File: config.mk
export PLATFORM = sky130hd
export DESIGN_NAME = deflate_fixed_huffman_encoder
export DESIGN_NICKNAME = d
export VERILOG_FILES = /design/src/rtl/dfhe_pkg.sv /design/src/rtl/dfhe_front.sv /design/src/rtl/dfhe_fifo.sv /design/src/rtl/dfhe_back.sv /design/src/rtl/deflate_fixed_huffman_encoder.sv
export SDC_FILE = /design/constraint.sdc
export NUM_CORES = 1
export LEC_CHECK = 0
export BUFFER_PORTS_ARGS = -buffer_cell sky130_fd_sc_hd__buf_2
export CAP_MARGIN = 20
export CORE_UTILIZATION = 64
export DETAILED_ROUTE_END_ITERATION = 16
export PLACE_DENSITY = 0.82
export SLEW_MARGIN = 20
export SYNTH_ARGS = -nofsm -noshare
export SYNTH_HDL_FRONTEND = slang
export SYNTH_SLANG_ARGS = --single-unit
File: constraint.sdc
create_clock -name clk -period 9.2 [get_ports clk]
set_input_delay 1.84 -clock clk [delete_from_list [all_inputs] [get_ports clk]]
set_output_delay 1.84 -clock clk [all_outputs]
set_load 0.005 [all_outputs]
File: src/rtl/dfhe_pkg.sv
package dfhe_pkg;

  // Token commands on the input channel
  localparam logic [1:0] CMD_LITERAL = 2'd0;
  localparam logic [1:0] CMD_MATCH   = 2'd1;
  localparam logic [1:0] CMD_FINISH  = 2'd2;
  localparam logic [1:0] CMD_SPARE   = 2'd3;   // no meaning, dropped

  // Classified token kind, as queued between front and back
  typedef enum logic [1:0] {
    KIND_DATA,
    KIND_FINISH,
    KIND_ERROR
  } tok_kind_t;

  // Longest bit run of one token: header 3 + length code 8 + extra 5
  // + distance code 5 + extra 13
  localparam int unsigned TOK_BITS = 34;
  localparam int unsigned TOK_CNT_W = 6;

  typedef struct packed {
    tok_kind_t              kind;
    logic [TOK_BITS-1:0]    bits;   // LSB is sent first, zero above nbits
    logic [TOK_CNT_W-1:0]   nbits;
  } tok_t;

endpackage

File: src/rtl/dfhe_front.sv
module dfhe_front (
  input  logic                clk,
  input  logic                rst,
  input  logic                in_valid,
  output logic                in_stall,
  input  logic [1:0]          cmd,
  input  logic [7:0]          literal,
  input  logic [8:0]          match_length,
  input  logic [15:0]         match_distance,
  input  logic                q_full,
  output logic                q_push,
  output dfhe_pkg::tok_t      q_tok
);

  localparam logic [8:0] LEN_BASE [29] = '{
    9'd3, 9'd4, 9'd5, 9'd6, 9'd7, 9'd8, 9'd9, 9'd10, 9'd11, 9'd13, 9'd15, 9'd17,
    9'd19, 9'd23, 9'd27, 9'd31, 9'd35, 9'd43, 9'd51, 9'd59, 9'd67, 9'd83, 9'd99,
    9'd115, 9'd131, 9'd163, 9'd195, 9'd227, 9'd258
  };
  localparam logic [2:0] LEN_XBITS [29] = '{
    3'd0, 3'd0, 3'd0, 3'd0, 3'd0, 3'd0, 3'd0, 3'd0, 3'd1, 3'd1, 3'd1, 3'd1,
    3'd2, 3'd2, 3'd2, 3'd2, 3'd3, 3'd3, 3'd3, 3'd3, 3'd4, 3'd4, 3'd4, 3'd4,
    3'd5, 3'd5, 3'd5, 3'd5, 3'd0
  };
  localparam logic [15:0] DIST_BASE [30] = '{
    16'd1, 16'd2, 16'd3, 16'd4, 16'd5, 16'd7, 16'd9, 16'd13, 16'd17, 16'd25,
    16'd33, 16'd49, 16'd65, 16'd97, 16'd129, 16'd193, 16'd257, 16'd385, 16'd513,
    16'd769, 16'd1025, 16'd1537, 16'd2049, 16'd3073, 16'd4097, 16'd6145,
    16'd8193, 16'd12289, 16'd16385, 16'd24577
  };
  localparam logic [3:0] DIST_XBITS [30] = '{
    4'd0, 4'd0, 4'd0, 4'd0, 4'd1, 4'd1, 4'd2, 4'd2, 4'd3, 4'd3, 4'd4, 4'd4,
    4'd5, 4'd5, 4'd6, 4'd6, 4'd7, 4'd7, 4'd8, 4'd8, 4'd9, 4'd9, 4'd10, 4'd10,
    4'd11, 4'd11, 4'd12, 4'd12, 4'd13, 4'd13
  };

  // Huffman codes go out MSB first: reverse the n-bit code into LSB-first order
  function automatic logic [8:0] rev_code(input logic [8:0] v, input logic [3:0] n);
    logic [8:0] r;
    for (int i = 0; i < 9; i++) begin
      r[i] = v[8-i];
    end
    return r >> (4'd9 - n);
  endfunction

  logic                           hdr_sent;
  logic                           accept;
  logic                           bad;
  logic [4:0]                     li;
  logic [4:0]                     di;
  logic [8:0]                     len_ext;
  logic [15:0]                    dist_ext;
  logic [8:0]                     code;
  logic [3:0]                     code_len;
  logic [dfhe_pkg::TOK_BITS-1:0]  bits;
  logic [dfhe_pkg::TOK_CNT_W-1:0] pos;

  assign in_stall = q_full;
  assign accept   = in_valid && !q_full;
  assign q_push   = accept && (cmd != dfhe_pkg::CMD_SPARE);

  assign bad = (cmd == dfhe_pkg::CMD_MATCH) &&
               ((match_length < 9'd3) || (match_length > 9'd258) ||
                (match_distance == 16'd0) || (match_distance > 16'd32768));

  // bucket search: tables are monotonic, last hit wins
  always_comb begin
    li = '0;
    for (int i = 1; i < 29; i++) begin
      if (match_length >= LEN_BASE[i]) li = 5'(i);
    end
    di = '0;
    for (int i = 1; i < 30; i++) begin
      if (match_distance >= DIST_BASE[i]) di = 5'(i);
    end
  end

  assign len_ext  = match_length - LEN_BASE[li];
  assign dist_ext = match_distance - DIST_BASE[di];

  always_comb begin
    if (cmd == dfhe_pkg::CMD_LITERAL) begin
      if (literal <= 8'd143) begin
        code     = 9'h030 + 9'(literal);
        code_len = 4'd8;
      end else begin
        code     = 9'h190 + 9'(literal - 8'd144);
        code_len = 4'd9;
      end
    end else if (cmd == dfhe_pkg::CMD_MATCH) begin
      // symbols 257..279 are 7 bits, 280..285 are 8 bits
      if (li <= 5'd22) begin
        code     = 9'(li) + 9'd1;
        code_len = 4'd7;
      end else begin
        code     = 9'h0C0 + 9'(li - 5'd23);
        code_len = 4'd8;
      end
    end else begin
      code     = 9'd0;  // end of block
      code_len = 4'd7;
    end
  end

  // assemble the token's bit run, LSB first
  always_comb begin
    bits = '0;
    pos  = '0;
    if (!hdr_sent) begin
      bits = dfhe_pkg::TOK_BITS'(3);   // BFINAL=1, BTYPE=01
      pos  = 6'd3;
    end
    bits = bits | (dfhe_pkg::TOK_BITS'(rev_code(code, code_len)) << pos);
    pos  = pos + 6'(code_len);
    if (cmd == dfhe_pkg::CMD_MATCH) begin
      bits = bits | (dfhe_pkg::TOK_BITS'(len_ext[4:0]) << pos);
      pos  = pos + 6'(LEN_XBITS[li]);
      bits = bits | (dfhe_pkg::TOK_BITS'({di[0], di[1], di[2], di[3], di[4]}) << pos);
      pos  = pos + 6'd5;
      bits = bits | (dfhe_pkg::TOK_BITS'(dist_ext[12:0]) << pos);
      pos  = pos + 6'(DIST_XBITS[di]);
    end
  end

  always_comb begin
    q_tok.bits  = bits;
    q_tok.nbits = pos;
    q_tok.kind  = dfhe_pkg::KIND_DATA;
    if (bad) begin
      q_tok.kind  = dfhe_pkg::KIND_ERROR;
      q_tok.bits  = '0;
      q_tok.nbits = '0;
    end else if (cmd == dfhe_pkg::CMD_FINISH) begin
      q_tok.kind = dfhe_pkg::KIND_FINISH;
    end
  end

  always_ff @(posedge clk) begin
    if (rst) begin
      hdr_sent <= 1'b0;
    end else if (q_push && !bad) begin
      hdr_sent <= (cmd != dfhe_pkg::CMD_FINISH);
    end
  end

endmodule

File: src/rtl/dfhe_fifo.sv
module dfhe_fifo (
  input  logic           clk,
  input  logic           rst,
  input  logic           push,
  input  dfhe_pkg::tok_t push_tok,
  output logic           full,
  input  logic           pop,
  output logic           head_valid,
  output dfhe_pkg::tok_t head
);

  dfhe_pkg::tok_t mem [2];
  logic           wr_ptr;
  logic           rd_ptr;
  logic [1:0]     count;

  assign full       = (count == 2'd2);
  assign head_valid = (count != 2'd0);
  assign head       = mem[rd_ptr];

  always_ff @(posedge clk) begin
    if (push) begin
      mem[wr_ptr] <= push_tok;
    end
  end

  always_ff @(posedge clk) begin
    if (rst) begin
      wr_ptr <= 1'b0;
      rd_ptr <= 1'b0;
      count  <= 2'd0;
    end else begin
      if (push) wr_ptr <= !wr_ptr;
      if (pop)  rd_ptr <= !rd_ptr;
      count <= count + 2'(push) - 2'(pop);
    end
  end

endmodule

File: src/rtl/dfhe_back.sv
module dfhe_back (
  input  logic           clk,
  input  logic           rst,
  input  logic           head_valid,
  input  dfhe_pkg::tok_t head,
  output logic           pop,
  output logic           out_valid,
  input  logic           out_stall,
  output logic [7:0]     out_byte,
  output logic           run_last,
  output logic           stream_end,
  output logic           bad_token
);

  localparam int unsigned WORK_W = dfhe_pkg::TOK_BITS + 7;

  logic                           busy;
  logic [WORK_W-1:0]              work;
  logic [dfhe_pkg::TOK_CNT_W-1:0] wcnt;
  dfhe_pkg::tok_kind_t            wkind;
  logic [6:0]                     pend;
  logic [2:0]                     pcnt;

  logic [WORK_W-1:0]              cw;
  logic [dfhe_pkg::TOK_CNT_W-1:0] cc;
  logic [dfhe_pkg::TOK_CNT_W-1:0] rem;
  dfhe_pkg::tok_kind_t            ck;
  logic                           act;
  logic                           need;
  logic                           last;
  logic                           can_emit;
  logic                           emit;
  logic                           take;

  // current word: held remainder, or queue head merged behind pending bits
  always_comb begin
    if (busy) begin
      cw  = work;
      cc  = wcnt;
      ck  = wkind;
      act = 1'b1;
    end else begin
      cw  = (WORK_W'(head.bits) << pcnt) | WORK_W'(pend);
      cc  = head.nbits + dfhe_pkg::TOK_CNT_W'(pcnt);
      ck  = head.kind;
      act = head_valid;
    end
  end

  always_comb begin
    rem  = (cc >= 6'd8) ? (cc - 6'd8) : 6'd0;
    need = 1'b1;
    last = 1'b1;
    case (ck)
      dfhe_pkg::KIND_DATA: begin
        need = (cc >= 6'd8);
        last = (rem < 6'd8);
      end
      dfhe_pkg::KIND_FINISH: last = (cc <= 6'd8);
      default:               last = 1'b1;
    endcase
  end

  assign can_emit = !out_valid || !out_stall;
  assign emit     = act && need && can_emit;
  assign take     = act && (!need || can_emit);
  assign pop      = take && !busy;

  always_ff @(posedge clk) begin
    if (rst) begin
      busy      <= 1'b0;
      pend      <= '0;
      pcnt      <= '0;
      out_valid <= 1'b0;
    end else begin
      if (can_emit) out_valid <= emit;
      if (emit) begin
        out_byte   <= (ck == dfhe_pkg::KIND_ERROR) ? 8'd0 : cw[7:0];
        run_last   <= last;
        stream_end <= last && (ck == dfhe_pkg::KIND_FINISH);
        bad_token  <= (ck == dfhe_pkg::KIND_ERROR);
      end
      if (take) begin
        if (!need) begin
          pend <= cw[6:0];
          pcnt <= cc[2:0];
        end else if (last) begin
          busy <= 1'b0;
          if (ck == dfhe_pkg::KIND_DATA) begin
            pend <= cw[14:8];
            pcnt <= rem[2:0];
          end else if (ck == dfhe_pkg::KIND_FINISH) begin
            pend <= '0;
            pcnt <= '0;
          end
        end else begin
          busy  <= 1'b1;
          work  <= cw >> 8;
          wcnt  <= rem;
          wkind <= ck;
        end
      end
    end
  end

endmodule

File: src/rtl/deflate_fixed_huffman_encoder.sv
// Fixed-Huffman DEFLATE encoder: LZ77 tokens in, packed bytes out (LSB first).
// The first byte of a token passes through the token queue and then the output register.
// Throughput: one byte per cycle from the bit packer while out_stall is low; a token
// gives up to 5 bytes from a match, 1 to 2 from a literal. A 2-entry queue decouples input.
// Reset (rst, synchronous): queue empty, no pending bits, header due again.
module deflate_fixed_huffman_encoder (
  input  logic        clk,
  input  logic        rst,
  // token input
  input  logic        in_valid,
  output logic        in_stall,
  input  logic [1:0]  cmd,
  input  logic [7:0]  literal,
  input  logic [8:0]  match_length,
  input  logic [15:0] match_distance,
  // byte output
  output logic        out_valid,
  input  logic        out_stall,
  output logic [7:0]  out_byte,
  output logic        run_last,
  output logic        stream_end,
  output logic        bad_token
);

  // Front: validates each token, maps it to its fixed code, extra bits and
  // distance code, and prepends the block header when one is due. The whole
  // token becomes a single LSB-first bit run of up to 34 bits.
  logic           q_full;
  logic           q_push;
  dfhe_pkg::tok_t q_tok;

  dfhe_front u_front (
    .clk            (clk),
    .rst            (rst),
    .in_valid       (in_valid),
    .in_stall       (in_stall),
    .cmd            (cmd),
    .literal        (literal),
    .match_length   (match_length),
    .match_distance (match_distance),
    .q_full         (q_full),
    .q_push         (q_push),
    .q_tok          (q_tok)
  );

  // Token queue: lets the front keep taking transfers while the packer
  // drains a long match or the output side stalls.
  logic           q_pop;
  logic           q_head_valid;
  dfhe_pkg::tok_t q_head;

  dfhe_fifo u_fifo (
    .clk        (clk),
    .rst        (rst),
    .push       (q_push),
    .push_tok   (q_tok),
    .full       (q_full),
    .pop        (q_pop),
    .head_valid (q_head_valid),
    .head       (q_head)
  );

  // Back: bit packer. Merges each run behind the pending bits and sends one
  // byte per cycle through the output register while out_stall is low; a finish
  // pads and closes the stream, a bad match yields a single error byte.
  dfhe_back u_back (
    .clk        (clk),
    .rst        (rst),
    .head_valid (q_head_valid),
    .head       (q_head),
    .pop        (q_pop),
    .out_valid  (out_valid),
    .out_stall  (out_stall),
    .out_byte   (out_byte),
    .run_last   (run_last),
    .stream_end (stream_end),
    .bad_token  (bad_token)
  );

endmodule
# Word-level counts from Yosys, hierarchy flattened
# Memories as Yosys holds them, arrays and structs flattened. A register that Yosys moved wholly into a read port is not among the register bits.
# Cells that the tools add are included.
dict set report word_totals {
  mem_bits_rw 84
  output_inout_bits 13
  memories 5
  mem_bits_ro 1024
  ff_bits 69
}
dict set report classes {
  eq_ne 9
  add_sub_neg 17
  n_shift 6
  magnitude_cmp 67
  n_bitwise 9
  n_reduce_logical 30
  muxes 100
}
# name words width read_ports rd_clocked_by_memory_dff wr line
set memory_table {}
lappend memory_table {{(name not given)} 32 16 1 0 0 dfhe_front.sv:79} ;# assign dist_ext = match_distance - DIST_BASE[di];
lappend memory_table {{(name not given)} 32 9 1 0 0 dfhe_front.sv:78} ;# assign len_ext = match_length - LEN_BASE[li];
lappend memory_table {{(name not given)} 32 4 1 0 0 dfhe_front.sv:121} ;# pos = pos + 6'(DIST_XBITS[di]);
lappend memory_table {{(name not given)} 32 3 1 0 0 dfhe_front.sv:117} ;# pos = pos + 6'(LEN_XBITS[li]);
lappend memory_table {u_fifo.mem 2 42 1 1 1 dfhe_fifo.sv:12} ;# dfhe_pkg::tok_t mem [2];
# op n
set op_table {}
lappend op_table {{2-to-1 mux 5 bit} 29}
lappend op_table {{OR 34 bit} 3}
lappend op_table {{2-to-1 mux 4 bit} 21}
lappend op_table {{left shift 5 x 6 -> 34 bit} 2}
lappend op_table {{>= comparator 9 x 4 -> 1 bit, second input constant} 6}
lappend op_table {{>= comparator 16 x 3 -> 1 bit, second input constant} 3}
lappend op_table {{>= comparator 9 x 5 -> 1 bit, second input constant} 5}
lappend op_table {{2-to-1 mux 3 bit} 14}
lappend op_table {{OR 41 x 7 -> 41 bit} 1}
lappend op_table {{left shift 34 x 3 -> 41 bit} 1}
lappend op_table {{2-to-1 mux 40 bit} 1}
lappend op_table {{>= comparator 9 x 3 -> 1 bit, second input constant} 4}
lappend op_table {{>= comparator 9 x 6 -> 1 bit, second input constant} 4}
lappend op_table {{>= comparator 9 x 7 -> 1 bit, second input constant} 4}
lappend op_table {{>= comparator 9 x 8 -> 1 bit, second input constant} 4}
lappend op_table {{2-to-1 mux 9 bit} 4}
lappend op_table {{2-to-1 mux 34 bit} 1}
lappend op_table {{OR 2 x 34 -> 34 bit} 1}
lappend op_table {{left shift 13 x 6 -> 34 bit} 1}
lappend op_table {{left shift 9 x 2 -> 34 bit} 1}
lappend op_table {{2-to-1 mux 33 bit} 1}
lappend op_table {{>= comparator 16 x 10 -> 1 bit, second input constant} 2}
lappend op_table {{>= comparator 16 x 11 -> 1 bit, second input constant} 2}
lappend op_table {{>= comparator 16 x 12 -> 1 bit, second input constant} 2}
lappend op_table {{58 further kinds} 121}

# Logic depth before layout (Yosys ltp)
# Gate-level depths: netlist of the first run.
dict set report depth {
  ltp_word 42
  ltp_mapped 34
}

# Hierarchy
# A second synthesis of the first run with hierarchy kept.
dict set report unflattened {
  hier_cells 1473
  area_unflattened_um2 13720.7
}
# module seq_area_each_um2 area_each_um2 cells_per_inst instances
set modules_own_cells {}
lappend modules_own_cells {dfhe_front 20.0 5987.0 929 1}
lappend modules_own_cells {dfhe_back 1801.7 4277.9 392 1}
lappend modules_own_cells {dfhe_fifo 2622.5 3455.8 152 1}

# Worst setup path after synthesis of the first run
# OpenSTA, ideal clock, no wires.
dict set report synth_path {
  path_type {input port to flip-flop}
  from {in match_length[0]}
  to {mem u_fifo.mem[0][5] in the netlist's numbering (data pin)}
  arrival_ns 8.053
  slack_ns 0.877
  required_ns 8.930
  stages 30
  cell_sequence {buf_2 a2111o_1 a21boi_2 nor2_1 nor2_1 inv_1 ha_1 nand2_1 nand2_1 nand3_1 a21oi_2 nor2_1 o21ai_0 ha_1 fa_1 nor3_1 or2_0 buf_2 inv_2 ha_1 a21oi_1 xnor2_1 xnor2_1 inv_1 clkbuf_1 ha_1 nor2b_1 o21ai_0 xnor2_1 nor2_1}
}
# item line
set synth_lines {}
lappend synth_lines {{from (decl)} deflate_fixed_huffman_encoder.sv:14} ;# input logic [8:0] match_length,
lappend synth_lines {{to (decl)} dfhe_fifo.sv:12}

==> impl_metrics.tcl, run 1 <==
set metrics [dict create \
    syn_inst 1502 \
    vias 12030 \
    dieArea_um2 21390 \
    syn_avg_cell_area_um2 8.867 \
    ys_top_cells_by_count "nand2_1 (217), nor2_1 (145), edfxtp_1 (136), o21ai_0 (93), clkbuf_1 (82)" \
    r2r-end "u_fifo.mem[1][10]$_DFFE_PP_" \
    p_sw_share_pct 44.84 \
    drcViolationCount 0 \
    slowest_delay_ns 0.55 \
    synth-seq-cells 154 \
    grtUsageTotal_pct 33.21 \
    finalHoldViolCount 0 \
    cts.root.buffer_cell "clkbuf_16" \
    hpwl_mm 26.49 \
    p_sw_w 0.001722 \
    rsz0062_at_grt "false" \
    fp.dieW_um 146.3 \
    start_util_pct 65.61 \
    whs_path_depth 2 \
    setup_viol 0 \
    cts_hold_buf 0 \
    cp.required_ns 9.35 \
    n_antenna_cell 0 \
    fin_crit_ns 8.489 \
    critPathKind "in -> reg" \
    drt_wl_total_mm 35.29 \
    cts_resized 0 \
    clkPwrFrac_pct 16.6 \
    synth_top_cell_area_share_pct 30.67 \
    syn-num-nets 1598 \
    core_area_um2 20300 \
    period_share_pct 92.27 \
    synth_edf_count 136 \
    max_freq_mhz 117.8 \
    dp_slack_ns 0.4179 \
    worst_slack_ns 0.7109 \
    relSlewSlack_pct 29.58 \
    crit_top_cell "nand2_1" \
    cts_num_sinks 154 \
    grt_pass1_vias 11090 \
    final.setup.tns_ns 0 \
    pwr-share-seq_pct 26.0 \
    cts_buffers 17 \
    clock_latency_ns 0.42 \
    drive_gt1_share_pct 14.16 \
    crit_path_end_kind "flip-flop" \
    synth_most_common_cell "nand2_1" \
    pwr-share-comb_pct 57.3 \
    core.rowCount 52 \
    cts_tree "built" \
    clk_pin_slew_worst_paths_ns 0.07 \
    io_pins 52 \
    hold_end "u_back.pend[4]$_SDFFE_PP0P_" \
    reg2reg_from "u_front.hdr_sent$_SDFFE_PP0P_" \
    critPathArrivalTime_ns 8.63 \
    gp_congestion 1.048 \
    register_area_um2 4447 \
    fill_cells 1528 \
    yosysSeqAreaShare_pct 33.37 \
    cap_viol_max_count 0 \
    startpoint_type "primary input" \
    num-nets-final 1594 \
    cp_max_fo 15 \
    p_int_w 0.002118 \
    vdd_drop_max_mv 0.1555 \
    r2r_cells 16 \
    worst_pin_slew_ns 1.047 \
    cts_buffer_depth 2 \
    synth-async-reset-ratio_pct 0 \
    dr.first_iter.drc_count 1067 \
    synthToLayoutAreaGrowth_pct 7.563 \
    ant_nets 0 \
    netlist_area_um2 13320 \
    hold_start "u_back.pend[4]$_SDFFE_PP0P_" \
    slowest_stage "or4_1" \
    grt_max_degree 70 \
    p_leak_nw 5.144 \
    outcome "finished, final reports clean" \
    synthTopCellsByArea "edfxtp_1 (31%), mux4_2 (6.8%), nand2_1 (6.1%), ha_1 (4.8%), nor2_1 (4.1%)" \
    die_h_um 146.3 \
    io_buffers 51 \
    yosys.area.top_type "edfxtp_1" \
    grt_overflow 0 \
    wl_per_cell_um 19.82 \
    maxSlewViolCount 0 \
    drt-vias-per-instance 6.755 \
    firstDrtPassIters 6 \
    min_path_type "reg -> reg" \
    ys.flop_type "edfxtp_1" \
    ff2ff_setup_slack_ns 3.91 \
    multiInputGateArea_um2 8272 \
    yosys_warnings 0 \
    grt_pass1_wl_mm 57.21 \
    post_cts_buffers 0 \
    fin_skew_ns 0.01514 \
    synthDistinctLibCells 94 \
    pwr_density_cell_nw_per_um2 268.0 \
    grt_antenna_before_repair 0 \
    cts_max_level 4 \
]
==> per-stage QoR <==
step                      cell area (um2)  util, %  power (W)  hold WS [ns]  std cells
after floorplan                     13320        -   0.002561        0.4447       1502
after CTS                           14320    70.54   0.003792        0.4930       1781
after global placement              13740    67.67   0.003112        0.4605       1747
final                               14330    70.57   0.003840        0.4933       1781
after detailed placement            13780    67.87   0.003149        0.4669       1749
after global routing                14330    70.57   0.004056        0.5173       1781
==> worst max-delay path by stage <==
stage | startpoint | end | slack (ns) | cells past startpoint
floorplan | match_length[0] | u_fifo.mem[0][5]$_DFFE_PP_ | 0.88 | 30
global placement | match_length[2] | u_fifo.mem[0][10]$_DFFE_PP_ | 0.71 | 29
detailed placement | match_length[2] | u_fifo.mem[0][10]$_DFFE_PP_ | 0.42 | 29
CTS | match_length[2] | u_fifo.mem[1][10]$_DFFE_PP_ | 0.84 | 29
global route | match_length[2] | u_fifo.mem[1][12]$_DFFE_PP_ | 0.15 | 28
finish | match_length[2] | u_fifo.mem[1][10]$_DFFE_PP_ | 0.71 | 29
==> final cells by class <==
class,count,share of cell area (%)
Inverter,57,1.494
Multi-Input combinational cell,1186,57.74
Clock buffer,18,2.996
Clock inverter,14,0.7861
Tap cell,270,2.358
Timing Repair Buffer,82,3.581
Sequential cell,154,31.04
==> per-layer routing <==
| metal | part of all wire [%] | up-vias | global-route usage, % | wire, um |
|---|---|---|---|---|
| li1 | - | 5657 | - | - |
| met4 | 4.1 | 0 | 14.79 | 1430 |
| met5 | 0 | - | 0 | 0 |
| met3 | 6.6 | 110 | 3.000 | 2336 |
| met2 | 48 | 592 | 56.36 | 17100 |
| met1 | 41 | 5671 | 43.42 | 14430 |
==> cells in the final DEF (no fill, tap or decap), types with 16 or more instances in the layout <==
cell type	count
inv_1	51
o21ai_0	93
nand2b_1	19
buf_2	51
buf_4	29
dfxtp_1	16
a211oi_1	20
mux2i_1	42
clkbuf_16	17
mux2_2	18
a21o_1	23
xnor2_1	26
edfxtp_1	136
nor2_1	143
a31oi_1	32
nor3_1	44
and2_1	17
o211ai_1	17
nand2_1	217
a21oi_1	69
mux4_2	40
ha_1	51
nand3_1	32
==> power by group through the flow <==
stage | Combinational, W | Clock [W] | Sequential [W]
finish | 0.00220 | 0.000639 | 0.000999
floorplan | 0.00156 | 0 | 0.00101
CTS | 0.00215 | 0.000644 | 0.000998
global route | 0.00238 | 0.000669 | 0.00101
detailed placement | 0.00214 | 0 | 0.00101
global placement | 0.00211 | 0 | 0.00101
==> critical path, delay by kind of cell <==
kind	cells	cell delay, ns
buf+inv	4	0.61
simple gates	12	2.37
xor+xnor	1	0.29
fa+ha+maj	4	1.20
compound gates	7	2.13
mux	1	0.19
==> cells by family after synthesis <==
family	after synthesis	share of synthesized area [%]
muxes	100	11.44
and+or+nand+nor	563	19.39
adders and majority gates	60	5.928
DFF	154	33.37
xor gates and xnor gates	40	2.631
AOI/OAI and AO/OA	423	22.44
buffers and inverters	162	4.791
==> flip-flops by register name (all words and copies together) (netlist names), 2 cells and up, named ones only <==
register and flops:
u_back.wkind 2, u_fifo.mem 84, u_fifo.count 2, u_back.wcnt 6, u_back.pcnt 3, u_back.work 33, u_back.pend 7, u_back.out_byte 8
Power figures use the tool's default switching activity.
==> inputs of run 2 (changes only) <==
--- a/config.mk
+++ b/config.mk
@@ -5,6 +5,7 @@
 export SDC_FILE = /design/constraint.sdc
 export NUM_CORES = 1
 export LEC_CHECK = 0
+export ABC_AREA = 1
 export BUFFER_PORTS_ARGS = -buffer_cell sky130_fd_sc_hd__buf_2
 export CAP_MARGIN = 20
 export CORE_UTILIZATION = 64
==> run 2 against run 1 <==
Against the previous run: non-clock buffer count down 4; largest power group unchanged; routed wire length shrank 5.1%; die area is 4.3% lower; highest routed layer unchanged; critical path type unchanged.
==> impl_metrics.tcl, run 2 <==
set metrics [dict create \
    largest_register_ff_count 84 \
    critPathArrivalTime_ns 8.67 \
    firstDrtPassIters 7 \
    hpwl_mm 25.36 \
    cts_max_level 4 \
    grt_antenna_before_repair 0 \
    min_path_type "reg -> reg" \
    pwr-share-comb_pct 57.1 \
    highest_layer "met4" \
    worst_pin_slew_ns 0.9865 \
    outcome "finished, final reports clean" \
    drive_gt1_share_pct 10.33 \
    final_common_cell "nand2_1" \
    fin_skew_ns 0.008903 \
    wl_met3_mm 1.678 \
    drt-vias-per-instance 5.846 \
    rsz0062_at_grt "false" \
    relSlewSlack_pct 33.99 \
    pwr_density_cell_nw_per_um2 300.7 \
    grt_overflow 0 \
    synth_top_cell_area_share_pct 32.05 \
    max_flop_register "u_fifo.mem" \
    cts_tree "built" \
    ys.flop_type "edfxtp_1" \
    wl_met1_mm 13.84 \
    core_area_um2 19460 \
    yosys.area.top_type "edfxtp_1" \
    critPathKind "in -> reg" \
    clkPwrFrac_pct 17.1 \
    slowest_delay_ns 0.43 \
    crit_top_cell "nand2_1" \
    gp_congestion 1.041 \
    slowest_stage "a31oi_1" \
    post_cts_buffers 0 \
    yosys_warnings 0 \
    synthToLayoutAreaGrowth_pct 8.789 \
    netlist_area_um2 12740 \
    syn_avg_cell_area_um2 6.978 \
    finalHoldViolCount 0 \
    register_area_um2 4446 \
    drcViolationCount 0 \
    grt_pass1_wl_mm 54.78 \
    most-common-layout-cells "nand2_1 (542), inv_1 (184), nor2_1 (161), o21ai_0 (154), nand3_1 (151)" \
    fin_crit_ns 8.553 \
    p_leak_nw 5.990 \
    num-nets-final 1952 \
    cp.required_ns 9.31 \
    grtUsageTotal_pct 33.77 \
    io_buffers 51 \
    final_util_pct 71.22 \
    cts_buffer_depth 2 \
    whs_ns 0.4628 \
    start_util_pct 65.46 \
    synth-async-reset-ratio_pct 0 \
    yosysSeqAreaShare_pct 34.88 \
    vdd_drop_max_mv 0.1468 \
    cts_resized 0 \
    max_freq_mhz 116.9 \
    pwr-share-seq_pct 25.8 \
    fill_cells 1604 \
    n_antenna_cell 0 \
    synth_most_common_cell "nand2_1" \
    vias 12480 \
    p_sw_share_pct 48.27 \
    p_total_w 0.004168 \
    cts_buffers 17 \
    cts.root.buffer_cell "clkbuf_16" \
    cap_viol_max_count 0 \
    synth-seq-cells 154 \
    reg_top3 "u_fifo.mem: 84 flops, u_back.work: 33 flops, u_back.out_byte: 8 flops" \
    die_h_um 143.1 \
    drt_wl_total_mm 33.51 \
    p_sw_w 0.002012 \
    crit_path_end_kind "flip-flop" \
    cts_hold_buf 0 \
    grt_max_degree 44 \
    dieArea_um2 20480 \
    fp.dieW_um 143.1 \
    synthDistinctLibCells 54 \
    core.rowCount 51 \
    period_share_pct 92.96 \
    wl_per_cell_um 15.70 \
    maxSlewViolCount 0 \
    met2_length_mm 16.54 \
    startpoint_type "primary input" \
    ant_nets 0 \
    clock_latency_ns 0.43 \
    io_pins 52 \
    synthTopCellsByArea "edfxtp_1 (32%), nand2_1 (16%), o21ai_0 (6.0%), nand3_1 (5.9%), inv_1 (5.4%)" \
    multiInputGateArea_um2 7222 \
    setup_viol 0 \
    final.setup.tns_ns 0 \
    syn_inst 1826 \
    ys_top_cells_by_count "nand2_1 (542), inv_1 (184), nor2_1 (163), o21ai_0 (154), nand3_1 (151)" \
    synth_edf_count 136 \
    dr.first_iter.drc_count 1059 \
    clk_pin_slew_worst_paths_ns 0.06 \
    cp_max_fo 16 \
    cts_num_sinks 154 \
    grt_pass1_vias 11420 \
    p_int_w 0.002156 \
    syn-num-nets 1922 \
]
-- run 2: routing by layer --
metal | GRT usage (%) | up-vias
li1 | - | 6188
met1 | 41.15 | 5679
met2 | 58.95 | 494
met3 | 3.488 | 114
met4 | 17.49 | 0
met5 | 0 | -
-- run 2: path summary, 6_finish.rpt --
| kind | slack (ns) | depth (start not counted) | start | endpoint |
|---|---|---|---|---|
| max | 0.65 | 45 | match_length[3] | u_fifo.mem[0][14]$_DFFE_PP_ |
| min | 0.46 | 2 | u_back.pend[6]$_SDFFE_PP0P_ | u_back.pend[6]$_SDFFE_PP0P_ |
| max reg2reg | 3.50 | 18 | u_back.pcnt[1]$_SDFFE_PP0P_ | u_back.work[27]$_SDFFCE_PP0P_ |
| min reg2reg | 0.46 | 2 | u_back.pend[6]$_SDFFE_PP0P_ | u_back.pend[6]$_SDFFE_PP0P_ |
-- run 2: power by group through the flow --
stage / Clock (W) / Sequential (W) / Combinational, W
2_1_floorplan: 0 / 0.00107 / 0.00169
3_3_place_gp: 0 / 0.00108 / 0.00227
3_5_place_dp: 0 / 0.00109 / 0.00230
4_1_cts: 0.000716 / 0.00107 / 0.00233
5_1_grt: 0.000744 / 0.00109 / 0.00265
6_report: 0.000714 / 0.00107 / 0.00238
-- run 2: cell families (layout without fill, tap and decap cells) --
logic type / after synthesis / count (layout) / synth area share [%]
flops: 154 / 154 / 34.88
compound gates: 354 / 354 / 15.98
buf+inv: 274 / 317 / 8.593
simple gates: 951 / 951 / 32.00
fa+ha+maj: 57 / 57 / 5.951
xor+xnor: 24 / 24 / 1.650
mux: 12 / 12 / 0.9428
-- run 2: per-stage QoR --
stage	cells	setup WS (ns)	area (um2)
after floorplan	1826	0.9542	12740
after global placement	2101	0.6781	13230
after detailed placement	2102	0.4459	13250
after CTS	2134	0.8491	13860
after global routing	2134	0.04659	13860
final	2134	0.6473	13860
-- run 2: cell type report --
type                       count  area share, %
timing repair buffer          78          3.394
clock inverter                12         0.9027
clock buffer                  20          3.530
sequential                   154          32.07
multi-input combinational   1398          52.10
tap                          265          2.392
inverter                     207          5.606
-- run 2: worst max-delay path: cells and delay by family --
family | cells | cell delay, ns
compound gates | 4 | 0.95
simple gates | 28 | 3.25
buf+inv | 8 | 1.13
fa+ha+maj | 4 | 1.09
xor+xnor | 1 | 0.37
==> inputs of run 3 (changes only) <==
--- a/config.mk
+++ b/config.mk
@@ -6,7 +6,7 @@
 export NUM_CORES = 1
 export LEC_CHECK = 0
 export ABC_AREA = 1
-export BUFFER_PORTS_ARGS = -buffer_cell sky130_fd_sc_hd__buf_2
+export BUFFER_PORTS_ARGS = -buffer_cell sky130_fd_sc_hd__buf_4
 export CAP_MARGIN = 20
 export CORE_UTILIZATION = 64
 export DETAILED_ROUTE_END_ITERATION = 16
==> run 3 against run 2 <==
Against the previous run: final area up 0.52%; sequential share of layout area down 0.17 points; die area unchanged; maximum frequency up 1.2%; global-route usage down 1.5 points; routed wire length down 3.0%; combinational power about the same; critical path depth up 5; largest cell class unchanged.
==> impl_metrics.tcl, run 3 (same netlist as run 2, synthesis figures left out) <==
set metrics [dict create \
    grt_antenna_before_repair 0 \
    gp_congestion 1.007 \
    cts_buffers 17 \
    grtUsageTotal_pct 32.27 \
    io_pins 52 \
    largest_register_ff_count 84 \
    grt_pass1_vias 11380 \
    p_leak_nw 6.010 \
    maxSlewViolCount 0 \
    ant_nets 0 \
    startpoint_type "primary input" \
    die_h_um 143.1 \
    clk_pin_slew_worst_paths_ns 0.06 \
    pwr_density_cell_nw_per_um2 295.2 \
    cts_hold_buf 0 \
    reg_top3 "u_fifo.mem: 84 flops, u_back.work: 33 flops, u_back.out_byte: 8 flops" \
    cp_max_fo 8 \
    grt_overflow 0 \
    dp_slack_ns 0.4564 \
    slowest_delay_ns 0.46 \
    crit_path_end_kind "flip-flop" \
    dr.first_iter.drc_count 858 \
    vias 12390 \
    cts_num_sinks 154 \
    grt_pass1_wl_mm 52.82 \
    io_buffers 51 \
    cts_tree "built" \
    final_common_cell "nand2_1" \
    drive_gt1_share_pct 10.33 \
    slowest_stage "xor2_1" \
    drcViolationCount 0 \
    cts_buffer_depth 2 \
    outcome "finished, final reports clean" \
    worst_slack_ns 0.7448 \
    fin_crit_ns 8.455 \
    clock_latency_ns 0.42 \
    critPathArrivalTime_ns 8.57 \
    fp.dieW_um 143.1 \
    post_cts_buffers 0 \
    finalHoldViolCount 0 \
    drt_wl_total_mm 32.49 \
    fin_skew_ns 0.01079 \
    crit_top_cell "nand2_1" \
    synthToLayoutAreaGrowth_pct 9.359 \
    cts.root.buffer_cell "clkbuf_16" \
    core.rowCount 51 \
    dieArea_um2 20480 \
    grt_max_degree 44 \
    num-nets-final 1952 \
    vdd_drop_max_mv 0.1638 \
    wl_per_cell_um 15.23 \
    cap_viol_max_count 0 \
    most-common-layout-cells "nand2_1 (542), inv_1 (184), nor2_1 (161), o21ai_0 (154), nand3_1 (151)" \
    drt-vias-per-instance 5.806 \
    n_antenna_cell 0 \
    critPathKind "in -> reg" \
    period_share_pct 91.90 \
    max_flop_register "u_fifo.mem" \
    rsz0062_at_grt "false" \
    cts_resized 0 \
    start_util_pct 65.46 \
    max_freq_mhz 118.3 \
    cp.required_ns 9.31 \
    min_path_type "reg -> reg" \
    hpwl_mm 25.04 \
    core_area_um2 19460 \
    cts_max_level 4 \
    final.setup.tns_ns 0 \
    firstDrtPassIters 7 \
    setup_viol 0 \
    worst_pin_slew_ns 1.047 \
    relSlewSlack_pct 29.95 \
]
-- run 3: metrics by stage --
step	cells	hold slack (ns)	utilization, %	cell area [um2]	total power, W
after floorplan	1826	0.4292	-	12740	0.002765
after global placement	2102	0.4424	68.65	13360	0.003347
after detailed placement	2102	0.4480	68.65	13360	0.003384
after CTS	2134	0.4556	71.58	13930	0.004063
after global routing	2134	0.4827	71.59	13930	0.004412
final	2134	0.4606	71.59	13930	0.004113
-- run 3: cell type report --
class	instances	area (um2)
Multi-Input combinational cell	1398	7222
Fill cell	1605	5529
Sequential cell	154	4446
Inverter	207	777.0
Timing Repair Buffer	78	585.6
Clock buffer	18	439.2
Tap cell	265	331.6
Clock inverter	14	132.6
-- run 3: power by group --
group | switching [W] | internal [W] | leakage, nW
sequential | 0.0000619 | 0.00101 | 1.41
clock | 0.000287 | 0.000384 | 0.280
combinational | 0.00163 | 0.000733 | 4.32
-- run 3: worst paths after layout --
check / slack, ns / to / startpoint / depth (start not counted)
worst max register to register: 3.53 / u_back.work[17]$_DFFE_PP_ / flip-flop / 25
worst max-delay path: 0.74 / u_fifo.mem[1][14]$_DFFE_PP_ / match_length[1] / 50
worst min register to register: 0.46 / u_back.pend[6]$_SDFFE_PP0P_ / u_back.pend[6]$_SDFFE_PP0P_ / 2
worst min-delay path: 0.46 / u_back.pend[6]$_SDFFE_PP0P_ / u_back.pend[6]$_SDFFE_PP0P_ / 2
-- run 3: worst max-delay path, delay by kind of cell --
| family | cells | cell delay (ns) |
|---|---|---|
| fa+ha+maj | 4 | 1.09 |
| compound gates | 5 | 1.03 |
| simple gates | 34 | 3.33 |
| xor+xnor | 1 | 0.46 |
| buf+inv | 6 | 0.83 |
-- run 3: routing by layer --
| metal | GRT usage, % | vias up | routed length (um) |
|---|---|---|---|
| li1 | - | 6191 | - |
| met1 | 39.17 | 5605 | 13510 |
| met2 | 57.64 | 486 | 16230 |
| met3 | 2.515 | 109 | 1548 |
| met4 | 15.68 | 0 | 1202 |
| met5 | 0 | - | 0 |
